## src/rtl/mbe_pkg.sv

```systemverilog
// Shared types, constants and helpers for the Mandelbrot escape-time block.
`timescale 1ns / 1ps

package mbe_pkg;

    // Field and register widths
    localparam int PIX_W      = 24;
    localparam int COUNT_W    = 8;
    localparam int CFG_IDX_W  = 2;
    localparam int CFG_DATA_W = 13;
    localparam int DIM_CFG_W  = 13;

    // Fixed-point format: signed Q4.28
    localparam int FRAC_BITS = 28;
    localparam int Q_W       = 32;
    localparam int PROD_W    = 2 * Q_W;

    // Divider numerator covers index shifted up by FRAC_BITS + 1
    localparam int NUM_W  = PIX_W + FRAC_BITS + 1;
    localparam int STEP_W = $clog2(NUM_W + 1);

    // Saturation input width for the z update
    localparam int SAT_W = PROD_W - FRAC_BITS + 2;

    // Defaults and reset values
    localparam int MAX_DIM_DEF     = 4096;
    localparam int DIM_RESET       = 1024;
    localparam int LIMIT_RESET     = 100;

    // Register indexes
    localparam logic [CFG_IDX_W-1:0] REG_IMAGE_DIM  = CFG_IDX_W'(0);
    localparam logic [CFG_IDX_W-1:0] REG_ITER_LIMIT = CFG_IDX_W'(1);

    // Q4.28 constants
    localparam logic signed [Q_W-1:0] Q_MAX = {1'b0, {(Q_W-1){1'b1}}};
    localparam logic signed [Q_W-1:0] Q_MIN = {1'b1, {(Q_W-1){1'b0}}};
    localparam logic signed [Q_W-1:0] Q_ONE = Q_W'(1) << FRAC_BITS;

    // Escape bound |z|^2 > 4 in Q8.56
    localparam logic [PROD_W-1:0] ESC_LIM = PROD_W'(4) << (2 * FRAC_BITS);

    // Largest quotient that maps to cy without saturating
    localparam logic [NUM_W-1:0] CY_SAT_THR =
        NUM_W'({1'b0, {(Q_W-1){1'b1}}}) + (NUM_W'(1) << FRAC_BITS);

    // Divider control
    typedef struct packed {
        logic              start;
        logic [STEP_W-1:0] steps;
    } t_div_ctl;

    // Clamp a wide signed value into the Q4.28 range
    function automatic logic signed [Q_W-1:0] sat_q(input logic signed [SAT_W-1:0] v);
        logic fits;
        fits = (v[SAT_W-1:Q_W-1] == {(SAT_W-Q_W+1){1'b0}}) ||
               (v[SAT_W-1:Q_W-1] == {(SAT_W-Q_W+1){1'b1}});
        if (fits) begin
            return v[Q_W-1:0];
        end else if (v[SAT_W-1]) begin
            return Q_MIN;
        end else begin
            return Q_MAX;
        end
    endfunction

endpackage

```

## src/rtl/mbe_div.sv

```systemverilog
// Restoring radix-2 divider, one quotient bit per cycle.
`timescale 1ns / 1ps

module mbe_div #(
    parameter int DEN_W = 26
) (
    input  logic                        i_clk,
    input  logic                        i_rst_n,
    input  mbe_pkg::t_div_ctl           i_ctl,
    input  logic [mbe_pkg::NUM_W-1:0]   i_num,
    input  logic [DEN_W-1:0]            i_den,
    output logic                        o_done,
    output logic [mbe_pkg::NUM_W-1:0]   o_quot,
    output logic [DEN_W-1:0]            o_rem
);

    logic [mbe_pkg::NUM_W-1:0]  r_num;
    logic [mbe_pkg::NUM_W-1:0]  r_quot;
    logic [DEN_W-1:0]           r_rem;
    logic [DEN_W-1:0]           r_den;
    logic [mbe_pkg::STEP_W-1:0] r_cnt;
    logic                       r_busy;
    logic                       r_done;

    logic [DEN_W:0] trial;
    logic [DEN_W:0] diff;
    logic           ge;

    // Shift in the next numerator bit and try a subtract
    always_comb begin
        trial = {r_rem, r_num[mbe_pkg::NUM_W-1]};
        diff  = trial - {1'b0, r_den};
        ge    = (trial >= {1'b0, r_den});
    end

    // Load operands on start, then advance one bit per cycle
    always_ff @(posedge i_clk) begin
        if (!i_rst_n) begin
            r_busy <= 1'b0;
            r_done <= 1'b0;
        end else begin
            r_done <= 1'b0;
            if (i_ctl.start) begin
                r_num  <= i_num;
                r_den  <= i_den;
                r_rem  <= '0;
                r_quot <= '0;
                r_cnt  <= i_ctl.steps;
                r_busy <= 1'b1;
            end else if (r_busy) begin
                r_num  <= {r_num[mbe_pkg::NUM_W-2:0], 1'b0};
                r_rem  <= ge ? diff[DEN_W-1:0] : trial[DEN_W-1:0];
                r_quot <= {r_quot[mbe_pkg::NUM_W-2:0], ge};
                r_cnt  <= r_cnt - mbe_pkg::STEP_W'(1);
                if (r_cnt == mbe_pkg::STEP_W'(1)) begin
                    r_busy <= 1'b0;
                    r_done <= 1'b1;
                end
            end
        end
    end

    assign o_done = r_done;
    assign o_quot = r_quot;
    assign o_rem  = r_rem;

endmodule

```

## src/rtl/mandelbrot_escape_time.sv

```systemverilog
// Per pixel at the default widths, the serial divider runs 24 + 43 + 53 steps (index mod dim,
// cx, cy); the shared 32x32 multiplier then serves each z step through S_IT_XX, S_IT_YY,
// S_IT_XY and S_IT_UPD, one z step per iteration_count plus one for the final escape check
// when the point escapes; the result is then loaded into the output register.
// Pixels are taken one at a time, and a new one is taken while o_valid waits on i_stall.
// Reset (synchronous, active low): idle, output empty, image_dim 1024, iteration_limit 100.
`timescale 1ns / 1ps

module mandelbrot_escape_time #(
    parameter int MAX_DIM = mbe_pkg::MAX_DIM_DEF
) (
    input  logic                             i_clk,
    input  logic                             i_rst_n,
    // Pixel input
    input  logic                             i_valid,
    output logic                             o_stall,
    input  logic [mbe_pkg::PIX_W-1:0]        i_pixel_index,
    // Result output
    output logic                             o_valid,
    input  logic                             i_stall,
    output logic [mbe_pkg::COUNT_W-1:0]      o_iteration_count,
    output logic                             o_hit_limit,
    // Register writes
    input  logic                             i_cfg_valid,
    output logic                             o_cfg_ready,
    input  logic [mbe_pkg::CFG_IDX_W-1:0]    i_cfg_index,
    input  logic [mbe_pkg::CFG_DATA_W-1:0]   i_cfg_data
);

    localparam int DIM_W   = $clog2(MAX_DIM + 1);
    localparam int DEN_W   = 2 * DIM_W;
    localparam int R7_W    = DIM_W + 3;
    localparam int CX_STEP = R7_W + mbe_pkg::FRAC_BITS - 1;
    localparam int DIM_RST = (mbe_pkg::DIM_RESET > MAX_DIM) ? MAX_DIM : mbe_pkg::DIM_RESET;
    localparam int Q_W     = mbe_pkg::Q_W;
    localparam int PROD_W  = mbe_pkg::PROD_W;
    localparam int SAT_W   = mbe_pkg::SAT_W;
    localparam int FRAC    = mbe_pkg::FRAC_BITS;
    localparam int NUM_W   = mbe_pkg::NUM_W;
    localparam int CNT_W   = mbe_pkg::COUNT_W;

    typedef enum logic [2:0] {
        S_IDLE,
        S_DIV_R,
        S_DIV_CX,
        S_DIV_CY,
        S_IT_XX,
        S_IT_YY,
        S_IT_XY,
        S_IT_UPD
    } t_state;

    typedef enum logic {
        O_FREE,
        O_DONE
    } t_fin;

    t_state                    r_state;
    t_fin                      r_fin;
    logic [DIM_W-1:0]          r_dim;
    logic [CNT_W-1:0]          r_limit;
    logic [mbe_pkg::PIX_W-1:0] r_idx;
    logic [DEN_W-1:0]          r_dim2;
    logic signed [Q_W-1:0]     r_cx;
    logic signed [Q_W-1:0]     r_cy;
    logic signed [Q_W-1:0]     r_x;
    logic signed [Q_W-1:0]     r_y;
    logic signed [PROD_W-1:0]  r_prod;
    logic signed [PROD_W-1:0]  r_xx;
    logic [PROD_W-1:0]         r_sum;
    logic signed [PROD_W-FRAC-1:0] r_diff;
    logic [CNT_W-1:0]          r_count;
    logic                      r_out_valid;
    logic [CNT_W-1:0]          r_out_count;
    logic                      r_out_hit;

    logic                      in_xfer;
    logic                      out_free;
    logic [mbe_pkg::CFG_DATA_W:0] cfg_dim;
    logic [DIM_W-1:0]          dim_clamped;

    logic signed [Q_W-1:0]     mul_a;
    logic signed [Q_W-1:0]     mul_b;
    logic signed [PROD_W-1:0]  mul_p;

    mbe_pkg::t_div_ctl         div_ctl;
    logic [NUM_W-1:0]          div_num;
    logic [DEN_W-1:0]          div_den;
    logic                      div_done;
    logic [NUM_W-1:0]          div_quot;
    logic [DEN_W-1:0]          div_rem;

    logic [R7_W-1:0]           r7;
    logic signed [SAT_W-1:0]   x_wide;
    logic signed [SAT_W-1:0]   y_wide;
    logic [CNT_W-1:0]          count_inc;

    assign in_xfer     = i_valid && (r_state == S_IDLE) && (r_fin == O_FREE);
    assign out_free    = !r_out_valid || !i_stall;
    assign o_stall     = (r_state != S_IDLE) || (r_fin != O_FREE);
    assign o_cfg_ready = 1'b1;

    // Clamp the written dimension to 1..MAX_DIM
    always_comb begin
        cfg_dim = {1'b0, i_cfg_data};
        if (cfg_dim == '0) begin
            dim_clamped = DIM_W'(1);
        end else if (32'(cfg_dim) > 32'(MAX_DIM)) begin
            dim_clamped = DIM_W'(MAX_DIM);
        end else begin
            dim_clamped = DIM_W'(cfg_dim);
        end
    end

    // Shared multiplier operand select
    always_comb begin
        case (r_state)
            S_IT_XX: begin
                mul_a = r_x;
                mul_b = r_x;
            end
            S_IT_YY: begin
                mul_a = r_y;
                mul_b = r_y;
            end
            S_IT_XY: begin
                mul_a = r_x;
                mul_b = r_y;
            end
            default: begin
                mul_a = Q_W'(r_dim);
                mul_b = Q_W'(r_dim);
            end
        endcase
        mul_p = mul_a * mul_b;
    end

    // Divider requests: index mod dim, then cx, then cy
    always_comb begin
        r7          = ({3'b000, div_rem[DIM_W-1:0]} << 3) - {3'b000, div_rem[DIM_W-1:0]};
        div_ctl     = '0;
        div_num     = {i_pixel_index, {(NUM_W - mbe_pkg::PIX_W){1'b0}}};
        div_den     = DEN_W'(r_dim);
        case (r_state)
            S_IDLE: begin
                div_ctl.start = in_xfer;
                div_ctl.steps = mbe_pkg::STEP_W'(mbe_pkg::PIX_W);
            end
            S_DIV_R: begin
                div_ctl.start = div_done;
                div_ctl.steps = mbe_pkg::STEP_W'(CX_STEP);
                div_num       = {r7, {(NUM_W - R7_W){1'b0}}};
            end
            S_DIV_CX: begin
                div_ctl.start = div_done;
                div_ctl.steps = mbe_pkg::STEP_W'(NUM_W);
                div_num       = {r_idx, {(FRAC + 1){1'b0}}};
                div_den       = r_dim2;
            end
            default: begin
                div_ctl.start = 1'b0;
            end
        endcase
    end

    mbe_div #(
        .DEN_W (DEN_W)
    ) u_div (
        .i_clk   (i_clk),
        .i_rst_n (i_rst_n),
        .i_ctl   (div_ctl),
        .i_num   (div_num),
        .i_den   (div_den),
        .o_done  (div_done),
        .o_quot  (div_quot),
        .o_rem   (div_rem)
    );

    // z update terms: floor shifts are the upper product bits
    always_comb begin
        x_wide    = SAT_W'(r_diff) + SAT_W'(r_cx);
        y_wide    = SAT_W'($signed(r_prod[PROD_W-1:FRAC-1])) + SAT_W'(r_cy);
        count_inc = r_count + CNT_W'(1);
    end

    // Sequencer, configuration and output register
    always_ff @(posedge i_clk) begin
        if (!i_rst_n) begin
            r_state     <= S_IDLE;
            r_fin       <= O_FREE;
            r_out_valid <= 1'b0;
            r_dim       <= DIM_W'(DIM_RST);
            r_limit     <= CNT_W'(mbe_pkg::LIMIT_RESET);
        end else begin
            // Register writes
            if (i_cfg_valid && o_cfg_ready) begin
                case (i_cfg_index)
                    mbe_pkg::REG_IMAGE_DIM:  r_dim   <= dim_clamped;
                    mbe_pkg::REG_ITER_LIMIT: r_limit <= i_cfg_data[CNT_W-1:0];
                    default: ;
                endcase
            end

            // Hand a finished result to the output register, else drop it once taken
            if (r_fin == O_DONE && out_free) begin
                r_out_valid <= 1'b1;
                r_out_count <= r_count;
                r_out_hit   <= (r_count == r_limit);
                r_fin       <= O_FREE;
            end else if (r_out_valid && !i_stall) begin
                r_out_valid <= 1'b0;
            end

            case (r_state)
                S_IDLE: begin
                    if (in_xfer) begin
                        r_idx   <= i_pixel_index;
                        r_dim2  <= mul_p[DEN_W-1:0];
                        r_state <= S_DIV_R;
                    end
                end
                S_DIV_R: begin
                    if (div_done) begin
                        r_state <= S_DIV_CX;
                    end
                end
                S_DIV_CX: begin
                    if (div_done) begin
                        r_cx    <= div_quot[Q_W-1:0] - mbe_pkg::Q_ONE;
                        r_state <= S_DIV_CY;
                    end
                end
                S_DIV_CY: begin
                    if (div_done) begin
                        if (div_quot > mbe_pkg::CY_SAT_THR) begin
                            r_cy <= mbe_pkg::Q_MAX;
                        end else begin
                            r_cy <= div_quot[Q_W-1:0] - mbe_pkg::Q_ONE;
                        end
                        r_x     <= '0;
                        r_y     <= '0;
                        r_count <= '0;
                        if (r_limit == '0) begin
                            r_fin   <= O_DONE;
                            r_state <= S_IDLE;
                        end else begin
                            r_state <= S_IT_XX;
                        end
                    end
                end
                S_IT_XX: begin
                    r_prod  <= mul_p;
                    r_state <= S_IT_YY;
                end
                S_IT_YY: begin
                    r_xx    <= r_prod;
                    r_prod  <= mul_p;
                    r_state <= S_IT_XY;
                end
                S_IT_XY: begin
                    r_sum   <= r_xx + r_prod;
                    r_diff  <= (PROD_W-FRAC)'((r_xx - r_prod) >>> FRAC);
                    r_prod  <= mul_p;
                    r_state <= S_IT_UPD;
                end
                S_IT_UPD: begin
                    if (r_sum > mbe_pkg::ESC_LIM) begin
                        r_fin   <= O_DONE;
                        r_state <= S_IDLE;
                    end else begin
                        r_x     <= mbe_pkg::sat_q(x_wide);
                        r_y     <= mbe_pkg::sat_q(y_wide);
                        r_count <= count_inc;
                        if (count_inc == r_limit) begin
                            r_fin   <= O_DONE;
                            r_state <= S_IDLE;
                        end else begin
                            r_state <= S_IT_XX;
                        end
                    end
                end
                default: begin
                    r_state <= S_IDLE;
                end
            endcase
        end
    end

    assign o_valid           = r_out_valid;
    assign o_iteration_count = r_out_count;
    assign o_hit_limit       = r_out_hit;

endmodule
```

## config.mk

```make
export PLATFORM = sky130hd
export DESIGN_NAME = mandelbrot_escape_time
export DESIGN_NICKNAME = d
export VERILOG_FILES = /design/src/rtl/mbe_pkg.sv /design/src/rtl/mbe_div.sv /design/src/rtl/mandelbrot_escape_time.sv
export SDC_FILE = /design/constraint.sdc
export NUM_CORES = 2
export LEC_CHECK = 0
export BUFFER_PORTS_ARGS = -buffer_cell sky130_fd_sc_hd__buf_2
export CAP_MARGIN = 20
export CORE_UTILIZATION = 50
export CTS_CLUSTER_SIZE = 25
export DETAILED_ROUTE_END_ITERATION = 6
export PLACE_DENSITY = 0.68
export SLEW_MARGIN = 5
export SYNTH_ARGS = -nofsm -noshare
export SYNTH_HDL_FRONTEND = slang
export SYNTH_HIERARCHICAL = 1
export SYNTH_SLANG_ARGS = --single-unit
export TNS_END_PERCENT = 30
```

## constraint.sdc

```tcl
create_clock -name i_clk -period 21.4 [get_ports i_clk]
set_input_delay 2.14 -clock i_clk [delete_from_list [all_inputs] [get_ports i_clk]]
set_output_delay 2.14 -clock i_clk [all_outputs]
set_load 0.01 [all_outputs]
```

==> out/metrics.csv <==
metric;value;unit
status;finished, final reports clean;
overflow;0;
fmax;89.51;MHz
ioPinCount;56;
die_y;377.6;um
layoutNonFillerInstCount;8990;
cts_tree;done;
cts.htree.levels;2;
dr.pass1.iters;6;
die-area;142600;um2
maxSlewViolCount;0;
area_growth;6.719;%
min_path_type;reg -> reg;
fin_crit_sh;52.20;%
post_cts_buffers;0;
cts_buffer_depth;3;
drc;0;
synth_seq_cells;615;
synth.top_cell.area_share;30.82;%
drt-initial-drc-count;4945;
drive_gt1_share;7.030;%
nets;8615;
clkTransAtPathRegs;0.07;ns
cp.required;21.78;ns
critical_path.startpoint_type;register;
fin_total_pwr;2.707;mW
yosysTopAreaCell;fa_1;
cp_max_fo;25;
start_util;50.49;%
finalSetupTns;0;ns
setup_viol_count_final;0;
fin_util;53.88;%
synth-edff-count;587;
p_per_area;35.96;nW/um2
dp.cells;8870;
die_x;377.6;um
hold_viol;0;
clock-sinks;615;
path_class;reg -> reg;
antenna_left;0;
rsz0062_at_grt;no;
cp-end-kind;register;
synth_cells;7089;
cts-buffers-inserted;59;
via_count;51950;
grt_max_degree;81;
antenna_found_initial;8;
cts_resized;0;
period_minus_slack;11.17;ns
vias_per_cell;5.779;
async_flop_share;0;%
skew;0.02732;ns
synth_area_per_cell;9.950;um2
crit_path_top_delay_cell;o21ai_2;
crit_top_cell;fa_1;
grt_pass1_vias;52996;
post-dp-hpwl;163.7;mm
num_rows;137;
synth_flop_cell;edfxtp_1;
crit_path_max_incr_delay;0.91;ns
worstMarginPinSlew;1.280;ns
grt.total_usage;29.47;%
synth_cell_types;106;
wl_per_cell;22.90;um
slew-limit-headroom;13.85;%
place_area;73200;um2
cts_root_buf;clkbuf_16;
irDropWorstVdd;0.06209;mV
cp.arrival;11.55;ns
p_leak;33.45;nW
grt_first_pass_wirelength;317.4;mm
maxCapViolCount;0;
core;139700;um2
synth_commonest_cells;1,152 x inv_1, 1,086 x fa_1, 851 x nor2_1, 617 x nand2_1, 587 x edfxtp_1;
yosysSeqAreaShare;25.78;%
finalInstanceArea;75280;um2
synth_most_common_cell;inv_1;
port_buffers;54;
syn_area;70540;um2
clk_latency;0.65;ns
wl;205.9;mm
ys.warnings.count;6;
postCtsHoldBufs;0;
synth.area.top_cells;fa_1 31%, edfxtp_1 25%, ha_1 7.5%;
gp_congestion;0.9890;
-- worst max-delay path: cells and delay by family, from the launching register on --
family | cells | cell delay [ns]
and+or+nand+nor | 8 | 2.70
xor gates and xnor gates | 1 | 0.14
adders and majority gates | 9 | 4.31
AOI/OAI and AO/OA | 7 | 2.97
DFF | 1 | 0.67
buffers and inverters | 2 | 0.14
-- final timing paths --
kind	from	end	slack [ns]	cells after the start
worst max-delay path	r_state[1]	r_prod[62]	10.23	27
worst min-delay path	r_prod[18]	r_xx[18]	0.50	0
worst max register to register	r_state[1]	r_prod[62]	10.23	27
worst min register to register	r_prod[18]	r_xx[18]	0.50	0
-- area by class of cell --
type / count / area [um2]
inverter: 1156 / 4339
timing repair buffer: 184 / 1349
clock inverter: 39 / 352.8
antenna: 2 / 5.005
fill: 12430 / 64420
clock buffer: 73 / 1637
multi-input combinational: 5045 / 47060
tap: 1876 / 2347
sequential: 615 / 18190
-- cell families after synthesis --
logic type	synth area share, %
AO/OA/AOI/OAI	9.873
XOR/XNOR	3.402
adder cells (fa/ha/maj)	38.34
buffers and inverters	7.890
flip-flops	25.78
multiplexers	1.850
other	0.01065
AND/OR/NAND/NOR	12.85
-- per-layer routing --
layer  global-route usage [%]  up-vias  routed length, um
li1                         -    22921                  -
met4                    11.46        2               9814
met3                    5.481      467              17170
met5                        0        -                 13
met2                    47.31     2131              95790
met1                    39.57    26429              83100
-- where the power goes --
| part | switching, mW | internal, mW |
|---|---|---|
| sequential | 0.0212 | 1.35 |
| combinational | 0.153 | 0.0968 |
| clock | 0.489 | 0.597 |
-- flip-flops by register name, summed over array words and instances (netlist names), 3 cells and up --
name	count
r_cx	32
u_div/r_cnt	6
o_iteration_count	8
r_dim	13
u_div/o_quot	53
r_x	32
r_sum	64
r_dim2	26
r_state	3
r_xx	64
r_prod	64
u_div/r_num	53
r_idx	24
r_limit	8
r_count	8
r_diff	36
r_y	32
r_cy	32
u_div/r_den	26
u_div/o_rem	26
-- cell usage in the layout (no fill, tap or decap), types with 43 or more instances in the layout --
cell / n
xnor2_1: 190
buf_2: 54
o21bai_1: 53
mux2i_1: 55
inv_1: 1152
nor2_1: 837
o21ai_0: 179
a21oi_1: 292
o21ai_1: 55
buf_4: 121
nand2b_1: 46
nand2_1: 617
nor2b_1: 106
mux2_2: 67
a21o_1: 98
fa_1: 1086
xor2_1: 84
nand4_1: 43
edfxtp_1: 587
ha_1: 424
nor3_1: 65
nand3_1: 71
clkbuf_16: 62
-- through the flow --
| stage | hold slack [ns] | setup WS, ns |
|---|---|---|
| 6_report | 0.5037 | 10.23 |
| 5_1_grt | 0.5123 | 9.789 |
| 4_1_cts | 0.5031 | 10.10 |
| 3_5_place_dp | 0.4782 | 10.13 |
| 3_3_place_gp | 0.4723 | 10.11 |
| 2_1_floorplan | 0.4214 | 12.16 |
Note: power is estimated with default switching activity, not from simulation.
